`src/rtl/core/ags_pkg.sv`:
```
package ags_pkg;

   // default number of calibration words after reset
   localparam int SAMPLE_COUNT_DEF = 128;

   // field widths
   localparam int BYTE_W    = 8;
   localparam int AXIS_W    = 12;
   localparam int OUT_W     = 16;
   localparam int MAG_W     = 16;
   localparam int FACTOR_W  = 16;
   localparam int WARMUP_W  = 8;
   localparam int SQ_W      = 24;
   localparam int SUM_W     = 24;
   localparam int WORK_W    = 32;
   localparam int UNIT_W    = 19;
   localparam int CONV_Q_W  = 16;
   localparam int STEP_W    = 5;

   // step counts of the shared unit
   localparam int SQRT_STEPS = MAG_W;
   localparam int CONV_STEPS = CONV_Q_W;

   // csr port
   localparam int CSR_DATA_W = 32;
   localparam int CSR_ADDR_W = 4;

   // register reset values
   localparam logic [FACTOR_W-1:0] SPREAD_RESET   = 16'd1440;
   localparam logic [FACTOR_W-1:0] FALLBACK_RESET = 16'd16448;
   localparam logic [WARMUP_W-1:0] WARMUP_RESET   = 8'd2;

   // saturation limits, signed Q0.16 (axis / gravity factor)
   localparam logic [OUT_W-1:0] SAT_POS = 16'h7FFF;
   localparam logic [OUT_W-1:0] SAT_NEG = 16'h8000;

   typedef enum logic [1:0] {
      REG_SPREAD_LIMIT = 2'd0,
      REG_FALLBACK     = 2'd1,
      REG_WARMUP       = 2'd2
   } ags_reg_type;

   typedef struct packed {
      logic [FACTOR_W-1:0] spread_limit;
      logic [FACTOR_W-1:0] fallback_gravity;
      logic [WARMUP_W-1:0] warmup_skip;
   } ags_cfg_type;

   typedef struct packed {
      logic              ge;
      logic [UNIT_W-1:0] diff;
   } ags_trial_type;

   typedef enum logic [3:0] {
      ST_IDLE,
      ST_SQUARE,
      ST_SQRT,
      ST_TRACK,
      ST_AVG_DIV,
      ST_DECIDE,
      ST_CONV_LOAD,
      ST_CONV_DIV,
      ST_FINISH
   } ags_state_type;

endpackage

```
`src/rtl/core/accel_gravity_calibrate_scale.sv`:
```
// channel | direction | handshake              | payload
// req     | in        | req_valid / req_ready  | six raw sensor bytes
// rsp     | out       | rsp_valid / rsp_ready  | kind, accel x/y/z, factor, flags
// csr     | in        | psel, penable, pwrite  | spread limit, fallback, warm-up
//
// a calibration word passes through accept, 3 squaring steps, 16 root steps and an update;
// the last one adds an average step (reciprocal multiply), a decide step and an output step
// a scaling word runs accept, then per axis a load step plus 16 divide
// steps, then output; the divide is skipped when the axis saturates or the factor is zero
// root and divide steps share the 19-bit compare-subtract unit
// synchronous active-high reset; the output register lets a new word in while
// an earlier result waits, so the core stalls only when a second result is ready
module accel_gravity_calibrate_scale #(
   parameter int SAMPLE_COUNT = ags_pkg::SAMPLE_COUNT_DEF
) (
   input  logic                                clock,
   input  logic                                reset,
   // request words
   input  logic                                req_valid,
   output logic                                req_ready,
   input  logic [ags_pkg::BYTE_W-1:0]          req_x_low_byte,
   input  logic [ags_pkg::BYTE_W-1:0]          req_x_high_byte,
   input  logic [ags_pkg::BYTE_W-1:0]          req_y_low_byte,
   input  logic [ags_pkg::BYTE_W-1:0]          req_y_high_byte,
   input  logic [ags_pkg::BYTE_W-1:0]          req_z_low_byte,
   input  logic [ags_pkg::BYTE_W-1:0]          req_z_high_byte,
   // response words
   output logic                                rsp_valid,
   input  logic                                rsp_ready,
   output logic                                rsp_result_kind,
   output logic signed [ags_pkg::OUT_W-1:0]    rsp_accel_x,
   output logic signed [ags_pkg::OUT_W-1:0]    rsp_accel_y,
   output logic signed [ags_pkg::OUT_W-1:0]    rsp_accel_z,
   output logic [ags_pkg::FACTOR_W-1:0]        rsp_gravity_factor,
   output logic                                rsp_used_fallback,
   output logic                                rsp_saturated,
   // register port
   input  logic                                csr_psel,
   input  logic                                csr_penable,
   input  logic                                csr_pwrite,
   input  logic [ags_pkg::CSR_ADDR_W-1:0]      csr_paddr,
   input  logic [ags_pkg::CSR_DATA_W-1:0]      csr_pwdata,
   output logic [ags_pkg::CSR_DATA_W-1:0]      csr_prdata,
   output logic                                csr_pready
);

   localparam int IDX_W = $clog2(SAMPLE_COUNT + 1);
   localparam logic [IDX_W-1:0] IDX_DONE = IDX_W'(SAMPLE_COUNT);
   localparam logic [IDX_W-1:0] IDX_LAST = IDX_W'(SAMPLE_COUNT - 1);
   localparam logic [ags_pkg::STEP_W-1:0] SQRT_LAST = ags_pkg::STEP_W'(ags_pkg::SQRT_STEPS - 1);
   localparam logic [ags_pkg::STEP_W-1:0] CONV_LAST = ags_pkg::STEP_W'(ags_pkg::CONV_STEPS - 1);
   localparam logic [1:0] AXIS_X = 2'd0;
   localparam logic [1:0] AXIS_Y = 2'd1;
   localparam logic [1:0] AXIS_Z = 2'd2;

   // average as sum * ceil(2^shift / count) >> shift, exact for every 24-bit sum
   localparam int AVG_SHIFT = ags_pkg::SUM_W + $clog2(SAMPLE_COUNT);
   localparam int RECIP_W   = ags_pkg::SUM_W + 2;
   localparam int PROD_W    = ags_pkg::SUM_W + RECIP_W;
   localparam logic [RECIP_W-1:0] AVG_RECIP =
      RECIP_W'(((64'd1 << AVG_SHIFT) + 64'(SAMPLE_COUNT) - 64'd1) / 64'(SAMPLE_COUNT));

   // configuration registers
   ags_pkg::ags_cfg_type cfg;

   ags_csr u_csr (
      .clock       (clock),
      .reset       (reset),
      .csr_psel    (csr_psel),
      .csr_penable (csr_penable),
      .csr_pwrite  (csr_pwrite),
      .csr_paddr   (csr_paddr),
      .csr_pwdata  (csr_pwdata),
      .csr_prdata  (csr_prdata),
      .csr_pready  (csr_pready),
      .cfg         (cfg)
   );

   // sequencer state
   ags_pkg::ags_state_type state_ff, state_in;

   // unpacked axes of the word at work
   logic signed [ags_pkg::AXIS_W-1:0] ax_x_ff, ax_x_in;
   logic signed [ags_pkg::AXIS_W-1:0] ax_y_ff, ax_y_in;
   logic signed [ags_pkg::AXIS_W-1:0] ax_z_ff, ax_z_in;
   logic [1:0]                        axis_ff, axis_in;

   // shared work registers
   logic [ags_pkg::SQ_W-1:0]   sq_ff, sq_in;
   logic [ags_pkg::WORK_W-1:0] num_ff, num_in;
   logic [ags_pkg::UNIT_W-1:0] rem_ff, rem_in;
   logic [ags_pkg::MAG_W-1:0]  root_ff, root_in;
   logic [ags_pkg::STEP_W-1:0] step_ff, step_in;

   // calibration state
   logic [IDX_W-1:0]             idx_ff, idx_in;
   logic [ags_pkg::SUM_W-1:0]    sum_ff, sum_in;
   logic [ags_pkg::MAG_W-1:0]    min_ff, min_in;
   logic [ags_pkg::MAG_W-1:0]    max_ff, max_in;
   logic [ags_pkg::FACTOR_W-1:0] factor_ff, factor_in;
   logic                         fb_ff, fb_in;

   // result being built
   logic                      res_kind_ff, res_kind_in;
   logic [ags_pkg::OUT_W-1:0] res_x_ff, res_x_in;
   logic [ags_pkg::OUT_W-1:0] res_y_ff, res_y_in;
   logic [ags_pkg::OUT_W-1:0] res_z_ff, res_z_in;
   logic                      res_sat_ff, res_sat_in;

   // output register
   logic                         out_valid_ff, out_valid_in;
   logic                         out_kind_ff, out_kind_in;
   logic [ags_pkg::OUT_W-1:0]    out_x_ff, out_x_in;
   logic [ags_pkg::OUT_W-1:0]    out_y_ff, out_y_in;
   logic [ags_pkg::OUT_W-1:0]    out_z_ff, out_z_in;
   logic [ags_pkg::FACTOR_W-1:0] out_factor_ff, out_factor_in;
   logic                         out_fb_ff, out_fb_in;
   logic                         out_sat_ff, out_sat_in;

   // combinational helpers
   logic                              req_take;
   logic                              calibrating;
   logic                              out_free;
   logic signed [ags_pkg::AXIS_W-1:0] new_x, new_y, new_z;
   logic signed [ags_pkg::AXIS_W-1:0] sel_axis;
   logic [ags_pkg::AXIS_W-1:0]        abs_axis;
   logic signed [2*ags_pkg::AXIS_W-1:0] prod;
   logic [ags_pkg::SQ_W-1:0]          prod_u;
   logic [ags_pkg::SQ_W-1:0]          sq_sum;
   logic [ags_pkg::SUM_W-1:0]         sum_next;
   logic [PROD_W-1:0]                 avg_prod;
   logic [ags_pkg::MAG_W-1:0]         spread;
   logic [ags_pkg::FACTOR_W-1:0]      factor_new;
   logic [ags_pkg::CONV_Q_W-1:0]      quot;
   logic [ags_pkg::OUT_W-1:0]         res_val;
   logic                              res_we;
   logic                              res_sat_new;
   logic [ags_pkg::UNIT_W-1:0]        trial_a, trial_b;
   ags_pkg::ags_trial_type            trial_res;

   ags_trial_sub u_trial (
      .trial_a   (trial_a),
      .trial_b   (trial_b),
      .trial_res (trial_res)
   );

   assign req_ready   = (state_ff == ags_pkg::ST_IDLE);
   assign req_take    = req_valid & req_ready;
   assign calibrating = (idx_ff < IDX_DONE);
   assign out_free    = ~out_valid_ff | rsp_ready;

   // left-justified 12-bit data: high byte and the upper nibble of the low byte
   assign new_x = {req_x_high_byte, req_x_low_byte[7:4]};
   assign new_y = {req_y_high_byte, req_y_low_byte[7:4]};
   assign new_z = {req_z_high_byte, req_z_low_byte[7:4]};

   always_comb begin
      unique case (axis_ff)
         AXIS_X:  sel_axis = ax_x_ff;
         AXIS_Y:  sel_axis = ax_y_ff;
         default: sel_axis = ax_z_ff;
      endcase
   end

   assign abs_axis = sel_axis[ags_pkg::AXIS_W-1] ? ags_pkg::AXIS_W'(-sel_axis)
                                                  : ags_pkg::AXIS_W'(sel_axis);
   assign prod     = sel_axis * sel_axis;
   assign prod_u   = ags_pkg::SQ_W'(prod);
   assign sq_sum   = sq_ff + prod_u;
   assign sum_next = sum_ff + ags_pkg::SUM_W'(root_ff);

   // 24 by 26 bit reciprocal product of the final sum
   assign avg_prod = PROD_W'(sum_ff) * PROD_W'(AVG_RECIP);

   // spread is zero when nothing was tracked (max still below min)
   assign spread     = (max_ff >= min_ff) ? (max_ff - min_ff) : '0;
   assign factor_new = (spread < cfg.spread_limit) ? num_ff[ags_pkg::FACTOR_W-1:0]
                                                   : cfg.fallback_gravity;
   assign quot       = {num_ff[ags_pkg::CONV_Q_W-2:0], trial_res.ge};

   // operand select for the shared unit
   always_comb begin
      unique case (state_ff)
         ags_pkg::ST_SQRT: begin
            // bring down two radicand bits, trial is 4*root + 1
            trial_a = {rem_ff[ags_pkg::UNIT_W-3:0], num_ff[ags_pkg::WORK_W-1 -: 2]};
            trial_b = ags_pkg::UNIT_W'({root_ff, 2'b01});
         end
         ags_pkg::ST_CONV_DIV: begin
            trial_a = {rem_ff[ags_pkg::UNIT_W-2:0], num_ff[ags_pkg::WORK_W-1]};
            trial_b = ags_pkg::UNIT_W'(factor_ff);
         end
         ags_pkg::ST_CONV_LOAD: begin
            // axis at or above factor means a quotient of 2^16 or more
            trial_a = ags_pkg::UNIT_W'(abs_axis);
            trial_b = ags_pkg::UNIT_W'(factor_ff);
         end
         default: begin
            trial_a = '0;
            trial_b = '0;
         end
      endcase
   end

   // next state
   always_comb begin
      state_in = state_ff;
      unique case (state_ff)
         ags_pkg::ST_IDLE: begin
            if (req_valid) begin
               state_in = calibrating ? ags_pkg::ST_SQUARE : ags_pkg::ST_CONV_LOAD;
            end
         end
         ags_pkg::ST_SQUARE: begin
            if (axis_ff == AXIS_Z) state_in = ags_pkg::ST_SQRT;
         end
         ags_pkg::ST_SQRT: begin
            if (step_ff == '0) state_in = ags_pkg::ST_TRACK;
         end
         ags_pkg::ST_TRACK: begin
            state_in = (idx_ff == IDX_LAST) ? ags_pkg::ST_AVG_DIV : ags_pkg::ST_IDLE;
         end
         ags_pkg::ST_AVG_DIV: begin
            state_in = ags_pkg::ST_DECIDE;
         end
         ags_pkg::ST_DECIDE: begin
            state_in = ags_pkg::ST_FINISH;
         end
         ags_pkg::ST_CONV_LOAD: begin
            if ((factor_ff != '0) && !trial_res.ge) begin
               state_in = ags_pkg::ST_CONV_DIV;
            end else if (axis_ff == AXIS_Z) begin
               state_in = ags_pkg::ST_FINISH;
            end
         end
         ags_pkg::ST_CONV_DIV: begin
            if (step_ff == '0) begin
               state_in = (axis_ff == AXIS_Z) ? ags_pkg::ST_FINISH : ags_pkg::ST_CONV_LOAD;
            end
         end
         ags_pkg::ST_FINISH: begin
            if (out_free) state_in = ags_pkg::ST_IDLE;
         end
         default: begin
            state_in = ags_pkg::ST_IDLE;
         end
      endcase
   end

   // datapath and outputs
   always_comb begin
      ax_x_in     = ax_x_ff;
      ax_y_in     = ax_y_ff;
      ax_z_in     = ax_z_ff;
      axis_in     = axis_ff;
      sq_in       = sq_ff;
      num_in      = num_ff;
      rem_in      = rem_ff;
      root_in     = root_ff;
      step_in     = step_ff;
      idx_in      = idx_ff;
      sum_in      = sum_ff;
      min_in      = min_ff;
      max_in      = max_ff;
      factor_in   = factor_ff;
      fb_in       = fb_ff;
      res_kind_in = res_kind_ff;
      res_x_in    = res_x_ff;
      res_y_in    = res_y_ff;
      res_z_in    = res_z_ff;
      res_sat_in  = res_sat_ff;
      res_val     = '0;
      res_we      = 1'b0;
      res_sat_new = 1'b0;

      unique case (state_ff)
         ags_pkg::ST_IDLE: begin
            if (req_take) begin
               ax_x_in     = new_x;
               ax_y_in     = new_y;
               ax_z_in     = new_z;
               axis_in     = AXIS_X;
               sq_in       = '0;
               res_kind_in = ~calibrating;
               res_sat_in  = 1'b0;
            end
         end
         ags_pkg::ST_SQUARE: begin
            sq_in   = sq_sum;
            axis_in = axis_ff + 2'd1;
            if (axis_ff == AXIS_Z) begin
               num_in  = {sq_sum, {(ags_pkg::WORK_W - ags_pkg::SQ_W){1'b0}}};
               rem_in  = '0;
               root_in = '0;
               step_in = SQRT_LAST;
            end
         end
         ags_pkg::ST_SQRT: begin
            num_in  = {num_ff[ags_pkg::WORK_W-3:0], 2'b00};
            rem_in  = trial_res.ge ? trial_res.diff : trial_a;
            root_in = {root_ff[ags_pkg::MAG_W-2:0], trial_res.ge};
            step_in = step_ff - 1'b1;
         end
         ags_pkg::ST_TRACK: begin
            sum_in = sum_next;
            if (32'(idx_ff) >= 32'(cfg.warmup_skip)) begin
               if (root_ff <= min_ff) min_in = root_ff;
               if (root_ff > max_ff)  max_in = root_ff;
            end
            idx_in = idx_ff + 1'b1;
         end
         ags_pkg::ST_AVG_DIV: begin
            // quotient of the final sum by the sample count
            num_in = ags_pkg::WORK_W'(avg_prod >> AVG_SHIFT);
         end
         ags_pkg::ST_DECIDE: begin
            factor_in   = factor_new;
            fb_in       = ~(spread < cfg.spread_limit);
            res_kind_in = 1'b0;
            res_x_in    = '0;
            res_y_in    = '0;
            res_z_in    = '0;
            res_sat_in  = (factor_new == '0);
         end
         ags_pkg::ST_CONV_LOAD: begin
            if (factor_ff == '0) begin
               // zero factor: saturate by sign
               res_we      = 1'b1;
               res_sat_new = 1'b1;
               if (sel_axis == '0) begin
                  res_val = '0;
               end else begin
                  res_val = sel_axis[ags_pkg::AXIS_W-1] ? ags_pkg::SAT_NEG : ags_pkg::SAT_POS;
               end
               axis_in = axis_ff + 2'd1;
            end else if (trial_res.ge) begin
               res_we      = 1'b1;
               res_sat_new = 1'b1;
               res_val     = sel_axis[ags_pkg::AXIS_W-1] ? ags_pkg::SAT_NEG : ags_pkg::SAT_POS;
               axis_in     = axis_ff + 2'd1;
            end else begin
               // remainder starts at |axis|, the low 16 dividend bits are zero
               num_in  = '0;
               rem_in  = ags_pkg::UNIT_W'(abs_axis);
               step_in = CONV_LAST;
            end
         end
         ags_pkg::ST_CONV_DIV: begin
            num_in  = {num_ff[ags_pkg::WORK_W-2:0], trial_res.ge};
            rem_in  = trial_res.ge ? trial_res.diff : trial_a;
            step_in = step_ff - 1'b1;
            if (step_ff == '0) begin
               res_we  = 1'b1;
               axis_in = axis_ff + 2'd1;
               if (sel_axis[ags_pkg::AXIS_W-1]) begin
                  if (quot > ags_pkg::SAT_NEG) begin
                     res_val     = ags_pkg::SAT_NEG;
                     res_sat_new = 1'b1;
                  end else begin
                     res_val = ags_pkg::OUT_W'(-quot);
                  end
               end else begin
                  if (quot > ags_pkg::SAT_POS) begin
                     res_val     = ags_pkg::SAT_POS;
                     res_sat_new = 1'b1;
                  end else begin
                     res_val = quot;
                  end
               end
            end
         end
         ags_pkg::ST_FINISH: begin
            axis_in = AXIS_X;
         end
         default: begin
            axis_in = AXIS_X;
         end
      endcase

      if (res_we) begin
         res_sat_in = res_sat_ff | res_sat_new;
         unique case (axis_ff)
            AXIS_X:  res_x_in = res_val;
            AXIS_Y:  res_y_in = res_val;
            default: res_z_in = res_val;
         endcase
      end
   end

   // output register: loaded from the finished result, cleared when taken
   always_comb begin
      out_valid_in  = out_valid_ff & ~rsp_ready;
      out_kind_in   = out_kind_ff;
      out_x_in      = out_x_ff;
      out_y_in      = out_y_ff;
      out_z_in      = out_z_ff;
      out_factor_in = out_factor_ff;
      out_fb_in     = out_fb_ff;
      out_sat_in    = out_sat_ff;
      if ((state_ff == ags_pkg::ST_FINISH) && out_free) begin
         out_valid_in  = 1'b1;
         out_kind_in   = res_kind_ff;
         out_x_in      = res_x_ff;
         out_y_in      = res_y_ff;
         out_z_in      = res_z_ff;
         out_factor_in = factor_ff;
         out_fb_in     = fb_ff;
         out_sat_in    = res_sat_ff;
      end
   end

   assign rsp_valid          = out_valid_ff;
   assign rsp_result_kind    = out_kind_ff;
   assign rsp_accel_x        = out_x_ff;
   assign rsp_accel_y        = out_y_ff;
   assign rsp_accel_z        = out_z_ff;
   assign rsp_gravity_factor = out_factor_ff;
   assign rsp_used_fallback  = out_fb_ff;
   assign rsp_saturated      = out_sat_ff;

   // control state
   always_ff @(posedge clock) begin
      if (reset) begin
         state_ff     <= ags_pkg::ST_IDLE;
         axis_ff      <= AXIS_X;
         step_ff      <= '0;
         idx_ff       <= '0;
         sum_ff       <= '0;
         min_ff       <= '1;
         max_ff       <= '0;
         factor_ff    <= ags_pkg::FALLBACK_RESET;
         fb_ff        <= 1'b0;
         out_valid_ff <= 1'b0;
      end else begin
         state_ff     <= state_in;
         axis_ff      <= axis_in;
         step_ff      <= step_in;
         idx_ff       <= idx_in;
         sum_ff       <= sum_in;
         min_ff       <= min_in;
         max_ff       <= max_in;
         factor_ff    <= factor_in;
         fb_ff        <= fb_in;
         out_valid_ff <= out_valid_in;
      end
   end

   // payload registers
   always_ff @(posedge clock) begin
      ax_x_ff       <= ax_x_in;
      ax_y_ff       <= ax_y_in;
      ax_z_ff       <= ax_z_in;
      sq_ff         <= sq_in;
      num_ff        <= num_in;
      rem_ff        <= rem_in;
      root_ff       <= root_in;
      res_kind_ff   <= res_kind_in;
      res_x_ff      <= res_x_in;
      res_y_ff      <= res_y_in;
      res_z_ff      <= res_z_in;
      res_sat_ff    <= res_sat_in;
      out_kind_ff   <= out_kind_in;
      out_x_ff      <= out_x_in;
      out_y_ff      <= out_y_in;
      out_z_ff      <= out_z_in;
      out_factor_ff <= out_factor_in;
      out_fb_ff     <= out_fb_in;
      out_sat_ff    <= out_sat_in;
   end

   // no result can appear before calibration is complete
   a_rsp_after_cal: assert property (@(posedge clock) disable iff (reset)
      rsp_valid |-> (idx_ff == IDX_DONE))
      else $error("response before calibration finished");

   // sample counter never runs past the calibration length
   a_idx_bound: assert property (@(posedge clock) disable iff (reset)
      idx_ff <= IDX_DONE)
      else $error("sample index overrun");

   // a calibration result carries zero axes
   a_cal_axes_zero: assert property (@(posedge clock) disable iff (reset)
      (rsp_valid && !rsp_result_kind) |->
         (rsp_accel_x == '0 && rsp_accel_y == '0 && rsp_accel_z == '0))
      else $error("calibration result with nonzero axes");

   // an accepted word always starts work
   a_take_starts: assert property (@(posedge clock) disable iff (reset)
      req_take |=> (state_ff == ags_pkg::ST_SQUARE || state_ff == ags_pkg::ST_CONV_LOAD))
      else $error("accepted word did not start");

   // a stalled output word is not overwritten by a new result
   a_out_hold: assert property (@(posedge clock) disable iff (reset)
      (rsp_valid && !rsp_ready) |=> (rsp_valid && $stable(rsp_accel_x) && $stable(rsp_saturated)))
      else $error("pending result overwritten");

endmodule

```
`src/rtl/core/ags_csr.sv`:
```
module ags_csr (
   input  logic                              clock,
   input  logic                              reset,
   input  logic                              csr_psel,
   input  logic                              csr_penable,
   input  logic                              csr_pwrite,
   input  logic [ags_pkg::CSR_ADDR_W-1:0]    csr_paddr,
   input  logic [ags_pkg::CSR_DATA_W-1:0]    csr_pwdata,
   output logic [ags_pkg::CSR_DATA_W-1:0]    csr_prdata,
   output logic                              csr_pready,
   output ags_pkg::ags_cfg_type              cfg
);

   ags_pkg::ags_cfg_type cfg_ff;
   ags_pkg::ags_cfg_type cfg_in;
   ags_pkg::ags_reg_type reg_sel;
   logic                 wr_en;

   assign reg_sel    = ags_pkg::ags_reg_type'(csr_paddr[3:2]);
   assign wr_en      = csr_psel & csr_penable & csr_pwrite;
   assign csr_pready = 1'b1;
   assign cfg        = cfg_ff;

   always_comb begin
      cfg_in = cfg_ff;
      if (wr_en) begin
         unique case (reg_sel)
            ags_pkg::REG_SPREAD_LIMIT: begin
               cfg_in.spread_limit = csr_pwdata[ags_pkg::FACTOR_W-1:0];
            end
            ags_pkg::REG_FALLBACK: begin
               cfg_in.fallback_gravity = csr_pwdata[ags_pkg::FACTOR_W-1:0];
            end
            ags_pkg::REG_WARMUP: begin
               cfg_in.warmup_skip = csr_pwdata[ags_pkg::WARMUP_W-1:0];
            end
            default: begin
               cfg_in = cfg_ff;
            end
         endcase
      end
   end

   always_comb begin
      unique case (reg_sel)
         ags_pkg::REG_SPREAD_LIMIT: begin
            csr_prdata = ags_pkg::CSR_DATA_W'(cfg_ff.spread_limit);
         end
         ags_pkg::REG_FALLBACK: begin
            csr_prdata = ags_pkg::CSR_DATA_W'(cfg_ff.fallback_gravity);
         end
         ags_pkg::REG_WARMUP: begin
            csr_prdata = ags_pkg::CSR_DATA_W'(cfg_ff.warmup_skip);
         end
         default: begin
            csr_prdata = '0;
         end
      endcase
   end

   always_ff @(posedge clock) begin
      if (reset) begin
         cfg_ff.spread_limit     <= ags_pkg::SPREAD_RESET;
         cfg_ff.fallback_gravity <= ags_pkg::FALLBACK_RESET;
         cfg_ff.warmup_skip      <= ags_pkg::WARMUP_RESET;
      end else begin
         cfg_ff <= cfg_in;
      end
   end

endmodule

```
`src/rtl/core/ags_trial_sub.sv`:
```
module ags_trial_sub (
   input  logic [ags_pkg::UNIT_W-1:0] trial_a,
   input  logic [ags_pkg::UNIT_W-1:0] trial_b,
   output ags_pkg::ags_trial_type     trial_res
);

   // one compare and subtract, shared by root and scaling steps
   logic [ags_pkg::UNIT_W:0] diff_ext;

   assign diff_ext       = {1'b0, trial_a} - {1'b0, trial_b};
   assign trial_res.ge   = ~diff_ext[ags_pkg::UNIT_W];
   assign trial_res.diff = diff_ext[ags_pkg::UNIT_W-1:0];

endmodule
```
`config.mk`:
```
export PLATFORM = sky130hd
export DESIGN_NAME = accel_gravity_calibrate_scale
export DESIGN_NICKNAME = d
export VERILOG_FILES = /design/src/rtl/core/ags_pkg.sv /design/src/rtl/core/accel_gravity_calibrate_scale.sv /design/src/rtl/core/ags_csr.sv /design/src/rtl/core/ags_trial_sub.sv
export SDC_FILE = /design/constraint.sdc
export NUM_CORES = 1
export LEC_CHECK = 0
export BUFFER_PORTS_ARGS = -buffer_cell sky130_fd_sc_hd__buf_2
export CORE_MARGIN = 2
export CORE_UTILIZATION = 45
export DETAILED_ROUTE_END_ITERATION = 10
export GPL_TIMING_DRIVEN = 0
export PLACE_DENSITY = 0.65
export SLEW_MARGIN = 20
export SYNTH_ARGS = -nofsm -noshare
export SYNTH_HDL_FRONTEND = slang
export SYNTH_SLANG_ARGS = --single-unit
export TNS_END_PERCENT = 5
```
`constraint.sdc`:
```
create_clock -name clock -period 13.5 [get_ports clock]
set_input_delay 1.35 -clock clock [delete_from_list [all_inputs] [get_ports clock]]
set_output_delay 1.35 -clock clock [all_outputs]
set_load 0.02 [all_outputs]
```
### Word-level counts from Yosys, hierarchy flattened

Cells that the tools add are included.

* div/mod/pow operators: 0
* bitwise logic cells: 12
* reduce and logical (&&, ||, !) cells: 34
* multiplexer cells: 73
* multipliers: 1
* add/sub/neg operators: 9
* $lt $le $gt $ge: 8
* eq/ne operators: 24
* shifts and indexed selects: 0

Operator list (count)
* $mux 16: 20
* $pmux 32 s5: 1
* $mux 32: 3
* $mux 18: 4
* $pmux 16 s2: 2
* $pmux 19 s3: 1
* $pmux 18 s3: 1
* $pmux 16 s3: 1
* $pmux 24 s2: 1
* $pmux 18 s2: 1
* $pmux 4 s9: 1
* $logic_not 16->1: 2
* $mux 4: 8
* $add 24x16->24: 1
* $add 24x24->24: 1
* $mul 12x12->24: 1
* $mux 24: 1
* $pmux 12 s2: 1
* $sub 19x18->20: 1
* $eq 4x3->1 const B: 4
* $ge 16x16->1: 1
* $gt 16x15->1 const B: 1
* $gt 16x16->1: 1
* $gt 16x16->1 const B: 1
* 46 further kinds: 101

* bits of input ports: 91
* bits in read-only memories: 0
* register bits: 376
* output and inout port bits: 102
* memories kept: 0
* latch bits: 0
* word-level logic and storage cells: 193
* memory bits (writable): 0

### Logic depth before layout (Yosys ltp)

Gate-level depths: netlist (run 1).

* depth after elaboration: 14
* mapped depth: 36
* depth with buffers taken out: 30

### Cells and area by module

Synthesis (run 1) repeated with hierarchy kept, for this count alone.

* cell total of the unflattened synthesis: 2634
* area total of the unflattened synthesis: 25543.2 µm²

Modules (own cells, without submodules)
* accel_gravity_calibrate_scale: area an instance 22385.2 µm², seq. area each 8678.3 µm², cells each 2261, instances 1
* ags_csr: area an instance 2108.3 µm², seq. area each 800.8 µm², cells each 226, instances 1
* ags_trial_sub: area an instance 1049.8 µm², seq. area each 0.0 µm², cells each 147, instances 1

### Worst setup path after synthesis (run 1)

Ideal clock, no wire load.

* path type: flip-flop to flip-flop
* start: register axis_ff[0]
* end: register num_ff[31] (netlist bit), data pin
* clock period less this slack: 7635 ps
* arrival: 7370 ps
* cell stages (with the launch flop): 30
* path slack: 5865 ps
* required time: 13235 ps
* buffers on the path: 5
* setup time: 265 ps
* cells stage by stage: dfxtp_1 > inv_1 > ha_1 > clkbuf_1 > a22o_1 > a21o_1 > inv_1 > clkbuf_1 > clkbuf_1 > buf_1 > nor2_1 > fa_1 > fa_1 > fa_1 > inv_1 > fa_1 > fa_1 > inv_1 > ha_1 > ha_1 > clkbuf_1 > a21o_1 > a21oi_1 > o21a_1 > a31oi_1 > a41oi_1 > a21oi_1 > a31oi_1 > xnor2_1 > o21ai_0

* word-level cells in the longest chain between the ends: 6
* elaborated cells on any way between the ends: 7
* those cells by class: add/sub: 1; mul: 1; eq/ne: 1; mux: 3; reduce/logical: 1

RTL lines
* start: declaration: RTL line accel_gravity_calibrate_scale.sv:86 `logic [1:0] axis_ff, axis_in;`
* start signal: assignment: RTL line accel_gravity_calibrate_scale.sv:436 `axis_ff <= axis_in;`
* $eq 2x1->1 / $logic_not 2->1 (equally long branches): RTL line accel_gravity_calibrate_scale.sv:158 `unique case (axis_ff)`
* $pmux 12 s2 (*): RTL line accel_gravity_calibrate_scale.sv:158
* $mul 12x12->24 (*): RTL line accel_gravity_calibrate_scale.sv:167 `assign prod = sel_axis * sel_axis;`
* $add 24x24->24 (*): RTL line accel_gravity_calibrate_scale.sv:169 `assign sq_sum = sq_ff + prod_u;`
* $mux 32 (*): RTL line accel_gravity_calibrate_scale.sv:291 `if (axis_ff == AXIS_Z) begin`
* $pmux 32 s5 (*): RTL line accel_gravity_calibrate_scale.sv:276 `unique case (state_ff)`
* named net num_in (one bit): RTL line accel_gravity_calibrate_scale.sv:90 `logic [ags_pkg::WORK_W-1:0] num_ff, num_in;`
* end signal: assignment: RTL line accel_gravity_calibrate_scale.sv:454 `num_ff <= num_in;`
* end: declaration: RTL line accel_gravity_calibrate_scale.sv:90

The timed path passes the listed nets; every way through them passes the cells marked *. The select of a mux whose other input is x is not followed.
A chain may end at the register's enable or synchronous reset.

### Worst setup path after layout (run 1)

* start: register axis_ff[0]
* end: register num_ff[30] (netlist bit), data pin

The elaborated chain is that of the path after synthesis.

==> results.json, run 1 <==
{
  "grt_pass1_wl_um": 114000,
  "drt_wl_total_um": 73900,
  "synthesis.area_um2": 25000,
  "cts-buffers-inserted": 42,
  "clk-insertion-delay-late_ps": 590,
  "yosysTopAreaCellShare_pct": 23.4,
  "synth_top_cell_by_area": "edfxtp_1",
  "crit_type": "reg -> reg",
  "die_x_um": 240,
  "synth-simple-area-share_pct": 14.6,
  "synth_compound_area_share_pct": 15.0,
  "skew_ps": 36.3,
  "hpwlAfterDp_um": 58200,
  "first_iter_violations": 1755,
  "final-setup-viol-count": 0,
  "grt_pass1_vias": 20295,
  "crit_top_cell": "fa_1",
  "ant_nets": 0,
  "drv_cap": 0,
  "htreeDepth": 2,
  "synth-seq-area-share_pct": 37.9,
  "rsz0062_at_grt": "no",
  "start_util_pct": 45.4,
  "holdWs_ps": 426,
  "syn_inst": 2594,
  "wire_per_inst_um": 20.6,
  "area_growth_pct": 13.2,
  "viasPerCell": 5.71,
  "worstMarginPinSlew_ps": 953,
  "drc": 0,
  "synth-main-ff-cell": "edfxtp_1",
  "status": "finished, final reports clean",
  "critPathLaunchType": "flop",
  "synthArstFlopShare_pct": 0,
  "nFillCells": 5119,
  "fin_setup_tns_ps": 0,
  "netlist_top_cells_area": "edfxtp_1 23%, dfxtp_1 14%, fa_1 12%, ha_1 9.3%, inv_1 3.7%",
  "cp-end-kind": "flop",
  "cp.required_ps": 13810,
  "clk_pin_slew_ps": 70,
  "gp_congestion": 0.957,
  "vias": 20464,
  "cts_tree": "done",
  "cp_max_fo": 11,
  "dieArea_um2": 57500,
  "diodes": 0,
  "io_pins": 193,
  "synth_edf_count": 195,
  "synthTopCellsByCount": "246 x inv_1, 234 x nor2_1, 232 x nand2_1, 195 x edfxtp_1, 186 x ha_1",
  "synth-xor-area-share_pct": 2.76,
  "syn_area_per_cell_um2": 9.65,
  "cp_slowest_cell": "fa_1",
  "synth_top_family_by_area": "adder cells",
  "synth_adder_area_share_pct": 21.0,
  "root_buffer": "clkbuf_16",
  "period_needed_ps": 9820,
  "synth_seq_cells": 376,
  "clockBufferDepth": 3,
  "cts_hold_buffers": 0,
  "hold_viol_final": 0,
  "ys_warn_count": 0,
  "slew_headroom_pct": 34.8,
  "first_pass_iters": 6,
  "antenna_found_initial": 0,
  "synth_cell_types": 80,
  "nets": 3224,
  "min_path_type": "reg -> reg",
  "core_area_um2": 55100,
  "grt_max_degree": 37,
  "cp.arrival_ps": 10130,
  "cts.sink_count": 376,
  "globalRouteTotalUtil_pct": 25.7,
  "slowest_delay_ps": 1060,
  "post-cts-setup-buffers": 0,
  "cts_resized": 0,
  "drive_above_1_share_pct": 10.6,
  "fmax_mhz": 102,
  "die_h_um": 240,
  "yosys-mux-area-fraction_pct": 2.32,
  "overflow": 0,
  "slew_viol_final": 0,
  "fin_crit_sh_pct": 72.7,
  "io_buffers": 144,
  "num_rows": 86,
  "yosysMostFrequentCell": "inv_1"
}
-- cells by family after synthesis --
kind of cell               after synthesis
other                                    2
and+or+nand+nor                        779
adders and majority gates              332
DFF                                    376
AOI/OAI and AO/OA                      568
xor gates and xnor gates                79
muxes                                   58
buffers and inverters                  400
-- state kept, by name, indices dropped and copies added (netlist names), 18 cells and up --
register	count
num_ff	32
rem_ff	18
sq_ff	24
sum_ff	24
u_csr.cfg	40
-- area by class of cell --
class / count / area, µm² / area share (%)
Multi-Input combinational cell: 1833 / 14000 / 49.5
Sequential cell: 376 / 9480 / 33.4
Clock buffer: 49 / 1120 / 3.95
Inverter: 255 / 957 / 3.38
Tap cell: 748 / 936 / 3.30
Timing Repair Buffer: 148 / 823 / 2.91
Buffer: 145 / 651 / 2.30
Clock inverter: 28 / 337 / 1.19
-- final timing paths --
| check | from | to | slack [ps] | depth (start not counted) |
|---|---|---|---|---|
| worst max register to register | axis_ff[0] | num_ff[30] | 3680 | 28 |
| worst min register to register | res_x_ff[7] | rsp_accel_x[7] | 430 | 0 |
| worst max-delay path | axis_ff[0] | num_ff[30] | 3680 | 28 |
| worst min-delay path | res_x_ff[7] | rsp_accel_x[7] | 430 | 0 |
-- metal layers --
| layer | GRT usage (%) | up-vias | wire, µm |
|---|---|---|---|
| li1 | - | 9499 | - |
| met1 | 33.6 | 10014 | 31100 |
| met2 | 42.7 | 788 | 34800 |
| met3 | 4.17 | 163 | 5120 |
| met4 | 10.3 | 0 | 2890 |
| met5 | 0 | - | 0 |
-- through the flow --
stage	instances	worst slack (ps)	util, %	area, µm²
floorplan	2609	5870	-	25100
global placement	3501	3830	48.5	26700
detailed placement	3505	3830	48.8	26900
CTS	3582	3770	51.4	28300
global route	3582	3210	51.4	28300
finish	3582	3680	51.4	28300
-- layout by cell type, fill, tap and decap left out, drive strengths merged, types with 21 or more instances in the layout --
| master | instances |
|---|---|
| and2 | 24 |
| a31oi | 22 |
| xor2 | 31 |
| mux2i | 57 |
| edfxtp | 195 |
| clkbuf | 149 |
| nand2 | 232 |
| nand2b | 35 |
| nor2 | 234 |
| o31ai | 23 |
| fa | 146 |
| or3 | 21 |
| buf | 193 |
| a21o | 36 |
| a211oi | 34 |
| dfxtp | 181 |
| or4 | 21 |
| o21ai | 131 |
| a21oi | 162 |
| xnor2 | 48 |
| nor3 | 36 |
| ha | 186 |
| inv | 255 |
| nand3 | 77 |
-- worst max-delay path: cells and delay by family, from the launching register on --
| family | cells | cell delay (ps) |
|---|---|---|
| fa+ha+maj | 8 | 4020 |
| simple gates | 4 | 1070 |
| compound gates | 6 | 1200 |
| buf+inv | 9 | 2510 |
| flops | 1 | 380 |
| xor+xnor | 1 | 350 |
Power of run 1 is not shown: default switching activity piles up to over one toggle a cycle in this logic, so the estimate is an artifact.
==> inputs of run 2 (changes only) <==
--- a/config.mk
+++ b/config.mk
@@ -10,7 +10,7 @@
 export CORE_UTILIZATION = 45
 export DETAILED_ROUTE_END_ITERATION = 10
 export GPL_TIMING_DRIVEN = 0
-export PLACE_DENSITY = 0.65
+export PLACE_DENSITY = 0.67
 export SLEW_MARGIN = 20
 export SYNTH_ARGS = -nofsm -noshare
 export SYNTH_HDL_FRONTEND = slang
==> constraint.sdc (replaced) <==
create_clock -name clock -period 8.4 [get_ports clock]
set_input_delay 0.84 -clock clock [delete_from_list [all_inputs] [get_ports clock]]
set_output_delay 0.84 -clock clock [all_outputs]
set_load 0.02 [all_outputs]
==> results.json, run 2 (synthesis results as in run 1) <==
{
  "ant_nets": 0,
  "start_util_pct": 45.4,
  "drive_above_1_share_pct": 11.8,
  "viasPerCell": 5.67,
  "first_pass_iters": 9,
  "num_rows": 86,
  "drv_cap": 0,
  "die_h_um": 240,
  "hold_viol_final": 0,
  "holdPathEnd": "ax_y_ff[5]",
  "hpwlAfterDp_um": 57400,
  "crit_type": "reg -> reg",
  "hold_start": "req_y_high_byte[1]",
  "cp-end-kind": "flop",
  "drc": 0,
  "cp.required_ps": 8700,
  "nFillCells": 5000,
  "critPathLaunchType": "flop",
  "antenna_found_initial": 0,
  "htreeDepth": 2,
  "vias": 20352,
  "overflow": 0,
  "nets": 3226,
  "drt_wl_total_um": 73600,
  "worstMarginPinSlew_ps": 1000,
  "r2r-end": "num_ff[23]",
  "area_growth_pct": 14.2,
  "r2r_cells": 29,
  "core_area_um2": 55100,
  "cts_tree": "done",
  "first_iter_violations": 1985,
  "dp.cells": 3505,
  "crit_top_cell": "fa_1",
  "grt_pass1_vias": 20265,
  "diodes": 0,
  "io_pins": 193,
  "wire_per_inst_um": 20.5,
  "cts.sink_count": 376,
  "io_buffers": 144,
  "clockBufferDepth": 3,
  "setup_slack_ps": 361,
  "cts-buffers-inserted": 44,
  "dp_slack_ps": -1350,
  "status": "finished, final reports clean",
  "slowest_delay_ps": 550,
  "reg2reg_from": "axis_ff[0]",
  "rrSetupSlack_ps": 360,
  "slew_headroom_pct": 32.6,
  "finalNonFillerCells": 3587,
  "clk_pin_slew_ps": 60,
  "die_x_um": 240,
  "period_needed_ps": 8040,
  "cts_hold_buffers": 0,
  "final-setup-viol-count": 0,
  "clk-insertion-delay-late_ps": 590,
  "globalRouteTotalUtil_pct": 25.8,
  "hold_depth": 1,
  "grt_max_degree": 37,
  "holdWs_ps": 427,
  "dieArea_um2": 57500,
  "root_buffer": "clkbuf_16",
  "slew_viol_final": 0,
  "layout_commonest_cell": "inv_1",
  "cp_max_fo": 10,
  "cp_slowest_cell": "fa_1",
  "grt_pass1_wl_um": 114000,
  "final_cell_mix": "244 x inv_1, 232 x nor2_1, 231 x nand2_1, 195 x edfxtp_1, 184 x ha_1",
  "fin_crit_sh_pct": 95.7,
  "gp_congestion": 0.954,
  "largest_register_ffs": 40,
  "min_path_type": "in -> reg",
  "cp.arrival_ps": 8340,
  "fmax_mhz": 124,
  "skew_ps": 32.2
}
## run 2: cell count changes in the layout (fill, tap and decap cells not counted), moves of 3 or more
cell,delta
clkbuf_4,+5
buf_4,+4
clkbuf_16,+5
clkbuf_1,-8
a21oi_4,+3
clkinv_2,+4
clkinv_1,-3
clkbuf_2,+3
## run 2: worst max-delay path, delay by kind of cell (launching register included)
| kind | cells | cell delay, ps |
|---|---|---|
| compound gates | 7 | 1360 |
| xor+xnor | 1 | 250 |
| fa+ha+maj | 8 | 3770 |
| buf+inv | 10 | 1390 |
| flops | 1 | 380 |
| simple gates | 3 | 560 |
## run 2: worst max-delay path by stage
stage            endpoint  slack [ps]        from  cells past startpoint
2_1_floorplan  num_ff[31]         770  axis_ff[0]                     29
5_1_grt        num_ff[31]         -10  axis_ff[0]                     31
3_5_place_dp   num_ff[31]       -1350  axis_ff[0]                     29
4_1_cts        num_ff[31]          60  axis_ff[0]                     29
3_3_place_gp   num_ff[30]       -1120  axis_ff[0]                     28
6_report       num_ff[23]         360  axis_ff[0]                     29
## run 2: timing repair
action,4_1_cts,5_1_grt
buffers inserted,1,1
resized for setup,18,31
pin swaps,1,3
cloned,0,0
setup endpoints to repair,32,23
## run 2: cell type report
class / instances / area [µm²] / area share [%]
repair buffers: 150 / 831 / 2.91
plain buffers: 143 / 672 / 2.35
flip-flops and latches: 376 / 9480 / 33.2
clock inverters: 24 / 264 / 0.924
multi-input cells: 1833 / 14200 / 49.5
clock buffers: 58 / 1280 / 4.47
well taps: 748 / 936 / 3.27
inverters: 255 / 966 / 3.38
## run 2: layer usage
metal  vias to the layer above  part of all wire, %  GRT usage [%]
met1                      9809                   42           34.8
met5                         -                    0              0
met3                       167                  8.5           4.97
li1                       9510                    -              -
met2                       866                   45           41.1
met4                         0                  4.1           10.2
## run 2: stage by stage
step	TNS (ps)	cell area, µm²	util [%]
floorplan	0	25100	-
global placement	-17210	26700	48.5
detailed placement	-19240	26900	48.8
CTS	0	28500	51.7
global route	-9.73	28600	51.9
finish	0	28600	51.9
Power of run 2 is left out for the same reason.
